==> src/design/fdlm_pkg.sv <==
`default_nettype none
// ----------------------------------------------------------------------------
// fdlm_pkg
// Shared widths, register indexes and helper types of the feedback delay
// line mixer.
// ----------------------------------------------------------------------------
package fdlm_pkg;

	localparam int CHANNELS_DEF  = 2;
	localparam int MAX_DELAY_DEF = 65536;

	localparam int SAMPLE_W = 16;
	localparam int POS_W    = 25;
	localparam int GAIN_W   = 16;
	localparam int CFG_W    = 25;
	localparam int CFG_IDX_W = 2;
	localparam int OP_W     = 18;
	localparam int ACC_W    = 34;

	localparam logic [CFG_IDX_W-1:0] REG_DELAY_LENGTH  = 2'd0;
	localparam logic [CFG_IDX_W-1:0] REG_FEEDBACK_GAIN = 2'd1;
	localparam logic [CFG_IDX_W-1:0] REG_MIX_AMOUNT    = 2'd2;

	localparam logic [CFG_W-1:0]  DELAY_RESET = 25'd8388608;
	localparam logic [GAIN_W-1:0] GAIN_RESET  = 16'd16384;
	localparam logic [GAIN_W-1:0] MIX_RESET   = 16'd16384;
	localparam logic [GAIN_W-1:0] UNITY       = 16'd32768;
	localparam logic [GAIN_W-1:0] HALF        = 16'd16384;

	// control of the shared multiply-accumulate unit
	typedef struct packed {
		logic en;
		logic clr;
	} mac_ctrl_t;

	// saturate an accumulator-wide value to one sample
	function automatic logic signed [SAMPLE_W-1:0] sat16(input logic signed [ACC_W-1:0] v);
		logic signed [SAMPLE_W-1:0] r;
		if (v > ACC_W'(32767)) begin
			r = 16'sh7fff;
		end else if (v < -ACC_W'(32768)) begin
			r = 16'sh8000;
		end else begin
			r = v[SAMPLE_W-1:0];
		end
		return r;
	endfunction

endpackage
`default_nettype wire

==> src/design/fdlm_mac.sv <==
`default_nettype none
// ----------------------------------------------------------------------------
// fdlm_mac
// Shared signed multiply-accumulate unit used by every product of an item.
// ----------------------------------------------------------------------------
module fdlm_mac (
	input  wire logic                             clk,
	input  wire logic                             arst_n,
	input  wire fdlm_pkg::mac_ctrl_t              ctrl,
	input  wire logic signed [fdlm_pkg::OP_W-1:0] op_a,
	input  wire logic signed [fdlm_pkg::OP_W-1:0] op_b,
	output logic signed [fdlm_pkg::ACC_W-1:0]     acc
);

	logic signed [2*fdlm_pkg::OP_W-1:0] prod;
	logic signed [fdlm_pkg::ACC_W-1:0]  base;
	logic signed [fdlm_pkg::ACC_W-1:0]  acc_q;

	assign prod = op_a * op_b;
	assign base = ctrl.clr ? '0 : acc_q;

	always_ff @(posedge clk or negedge arst_n) begin
		if (!arst_n) begin
			acc_q <= '0;
		end else if (ctrl.en) begin
			acc_q <= base + fdlm_pkg::ACC_W'(prod);
		end
	end

	assign acc = acc_q;

endmodule
`default_nettype wire

==> config.mk <==
export PLATFORM = sky130hd
export DESIGN_NAME = fdlm_mac
export DESIGN_NICKNAME = d
export VERILOG_FILES = /design/src/design/fdlm_pkg.sv /design/src/design/fdlm_mac.sv
export SDC_FILE = /design/constraint.sdc
export NUM_CORES = 1
export LEC_CHECK = 0
export BUFFER_PORTS_ARGS = -buffer_cell sky130_fd_sc_hd__buf_2
export CAP_MARGIN = 20
export CORE_MARGIN = 5
export CORE_UTILIZATION = 50
export DETAILED_ROUTE_END_ITERATION = 8
export PLACE_DENSITY = 0.75
export SLEW_MARGIN = 25
export SYNTH_ARGS = -nofsm -noshare
export SYNTH_HDL_FRONTEND = slang
export SYNTH_SLANG_ARGS = --single-unit
==> constraint.sdc <==
create_clock -name clk -period 7.2 [get_ports clk]
set_input_delay 1.08 -clock clk [delete_from_list [all_inputs] [get_ports clk]]
set_output_delay 1.08 -clock clk [all_outputs]
set_load 0.01 [all_outputs]
==> results.cfg <==
[clock_network]
cts_made_buffers = 5
cts_sinks = 34
clockBufferDepth = 2
root_buffer = clkbuf_16
htree_levels = 2
cts.clk_slew.worst_paths_ps = 60
cts_hold_buf = 0
clock_latency_ps = 290
cts_tree = built

[sta]
slew_headroom_pct = 38.0
worst_pin_slew_ps = 930
fmax_mhz = 145
slew_viol_final = 0
setup_violations = 0
tns_ps = 0
finalHoldViolCount = 0
rsz0062_at_grt = false
skew_ps = 8.20
post-route-period-util_pct = 95.6
post-route-min-period_ps = 6880

[global_route]
overflow = 0
busiest_layer = met2
grt_use_total_pct = 22.6
antenna_found_initial = 1
grt_pass1_vias = 11372
grtUsageMet2_pct = 40.0
use_met3_pct = 2.87
use_met1_pct = 28.9
grt_pass1_wl_um = 56900
grt_max_degree = 43

[cells_and_area]
regArea_um2 = 851
instances_no_fill = 1938
stdcell_area_mm2 = 0.0153
fillers = 2544
largest_register_ffs = 34
layout.cells.most_common = inv_1
multiInputGateArea_mm2 = 0.0118
final_util_pct = 54.9
syn_to_final_growth_pct = 7.64
drive_gt1_share_pct = 10.6
nets = 2051
final_cell_mix = inv_1, fa_1, and2_1

[worst_setup_path]
worstSetupEndpoint = acc[31]
crit_type = in2reg
worstPathMaxFanout = 18
worstReg2RegStart = acc[10]
cp.arrival_ps = 7050
endpoint_kind = flop
crit_required_ps = 7360
start_kind = input pin
timing.rr.end = acc[31]
r2r_slack_ps = 2100
r2r_cells = 17
startpoint = op_a[8]

[place]
place_inst = 1929
gp_congestion = 0.899
placed_area_mm2 = 0.0152
portBuffers = 73
dpl.hpwl_um = 29000

[synth]
synth_fp_nets = 1988
netlist_instances = 1495
ys_types = 63
ys.flop_type = dfrtp_1
synthArstFlopShare_pct = 100
synthesis.area_mm2 = 0.0143
synth_edf_count = 0
ys_ff_latch = 34
synth_warnings = 0
ys_seq_area_share_pct = 5.97
syn_area_per_cell_um2 = 9.54

[route]
detail_route.wirelength_um = 33500
ant_nets = 0
wl_per_cell_um = 17.3
drt_iter0_drc = 482
drt_pass1_iterations = 8
vias = 10162
drc = 0
vias_per_cell = 5.24

[die]
rows = 61
die_w_um = 179
io_pins = 74
die_area_mm2 = 0.0320
core_area_mm2 = 0.0279
initial_core_util_pct = 51.0
die_h_um = 179

[flow_run]
drv_cap = 0

[run_status]
status = complete, no violations

[hold_path]
hold_path.class = reg2reg
## synthesized netlist by cell type (4+ instances only)
library cell | instances | share of area (%)
nor3_1 | 5 | 0.18
nor2_1 | 21 | 0.55
nand2_1 | 161 | 4.2
nand4_1 | 5 | 0.22
o21ai_0 | 11 | 0.39
xor2_1 | 5 | 0.31
mux2_2 | 22 | 1.7
nand2b_1 | 41 | 1.8
nor2b_1 | 7 | 0.31
o211ai_1 | 6 | 0.32
o21ai_2 | 4 | 0.25
xnor2_1 | 32 | 2.0
a21oi_1 | 23 | 0.81
and2_1 | 170 | 7.5
a21o_1 | 9 | 0.47
inv_1 | 366 | 9.6
o21bai_1 | 7 | 0.37
a21oi_2 | 4 | 0.25
ha_1 | 107 | 9.4
clkbuf_1 | 49 | 1.3
nand3_1 | 4 | 0.14
fa_1 | 346 | 49
dfrtp_1 | 34 | 6.0
## routing by layer
metal	up-vias	routed length (um)	share of wire, %
met1	5249	13100	39
met4	0	1180	3.5
met5	-	0	0
li1	4527	-	-
met2	307	17400	52
met3	79	1860	5.5
## timing repair
action,4_1_cts,5_1_grt
endpoints found under the setup margin,0,2
gates resized for setup,0,5
buffers inserted,0,0
hold endpoints to repair,0,0
## cell type report
class | count | area share, %
diodes | 1 | 0.0163
clock buffers | 8 | 1.08
inverters | 366 | 8.98
multi-input cells | 1041 | 77.0
flip-flops and latches | 34 | 5.54
well taps | 378 | 3.08
repair buffers | 110 | 4.30
## how the worst min path moves through the flow
stage | cells past startpoint | startpoint | slack (ps) | endpoint
floorplan | 2 | acc[17] | 530 | acc[17]
global placement | 1 | acc[0] | 500 | acc[0]
detailed placement | 1 | acc[0] | 510 | acc[0]
CTS | 1 | acc[0] | 520 | acc[0]
global route | 1 | acc[0] | 540 | acc[0]
finish | 1 | acc[0] | 520 | acc[0]
## cell families after synthesis
group / synth area share (%)
AOI/OAI and AO/OA: 4.95
xor gates and xnor gates: 2.27
adders and majority gates: 58.0
buffers and inverters: 11.2
DFF: 5.97
muxes: 1.74
and+or+nand+nor: 15.9
## stage by stage
stage          setup WS [ps]  hold WS [ps]
3_3_place_gp             125           504
5_1_grt                 11.4           538
2_1_floorplan            237           528
4_1_cts                  311           521
6_report                 318           518
3_5_place_dp            11.5           509
## worst max-delay path, cell delays in order
cell      delay, ps
buf_2           350
and2_1          210
fa_1            430
fa_1            520
inv_1            50
fa_1            470
inv_1            50
fa_1            500
inv_1            60
fa_1            530
inv_1            50
fa_1            470
ha_1            300
ha_1            380
nand2_1          70
o21ai_1         230
nand4_1         270
a21oi_2         290
nor3b_2         100
o2111a_1        240
or3_1           370
Power is left out: the tool's default activity adds up to more than one toggle a clock period on the data nets, which glitch-free logic cannot reach.
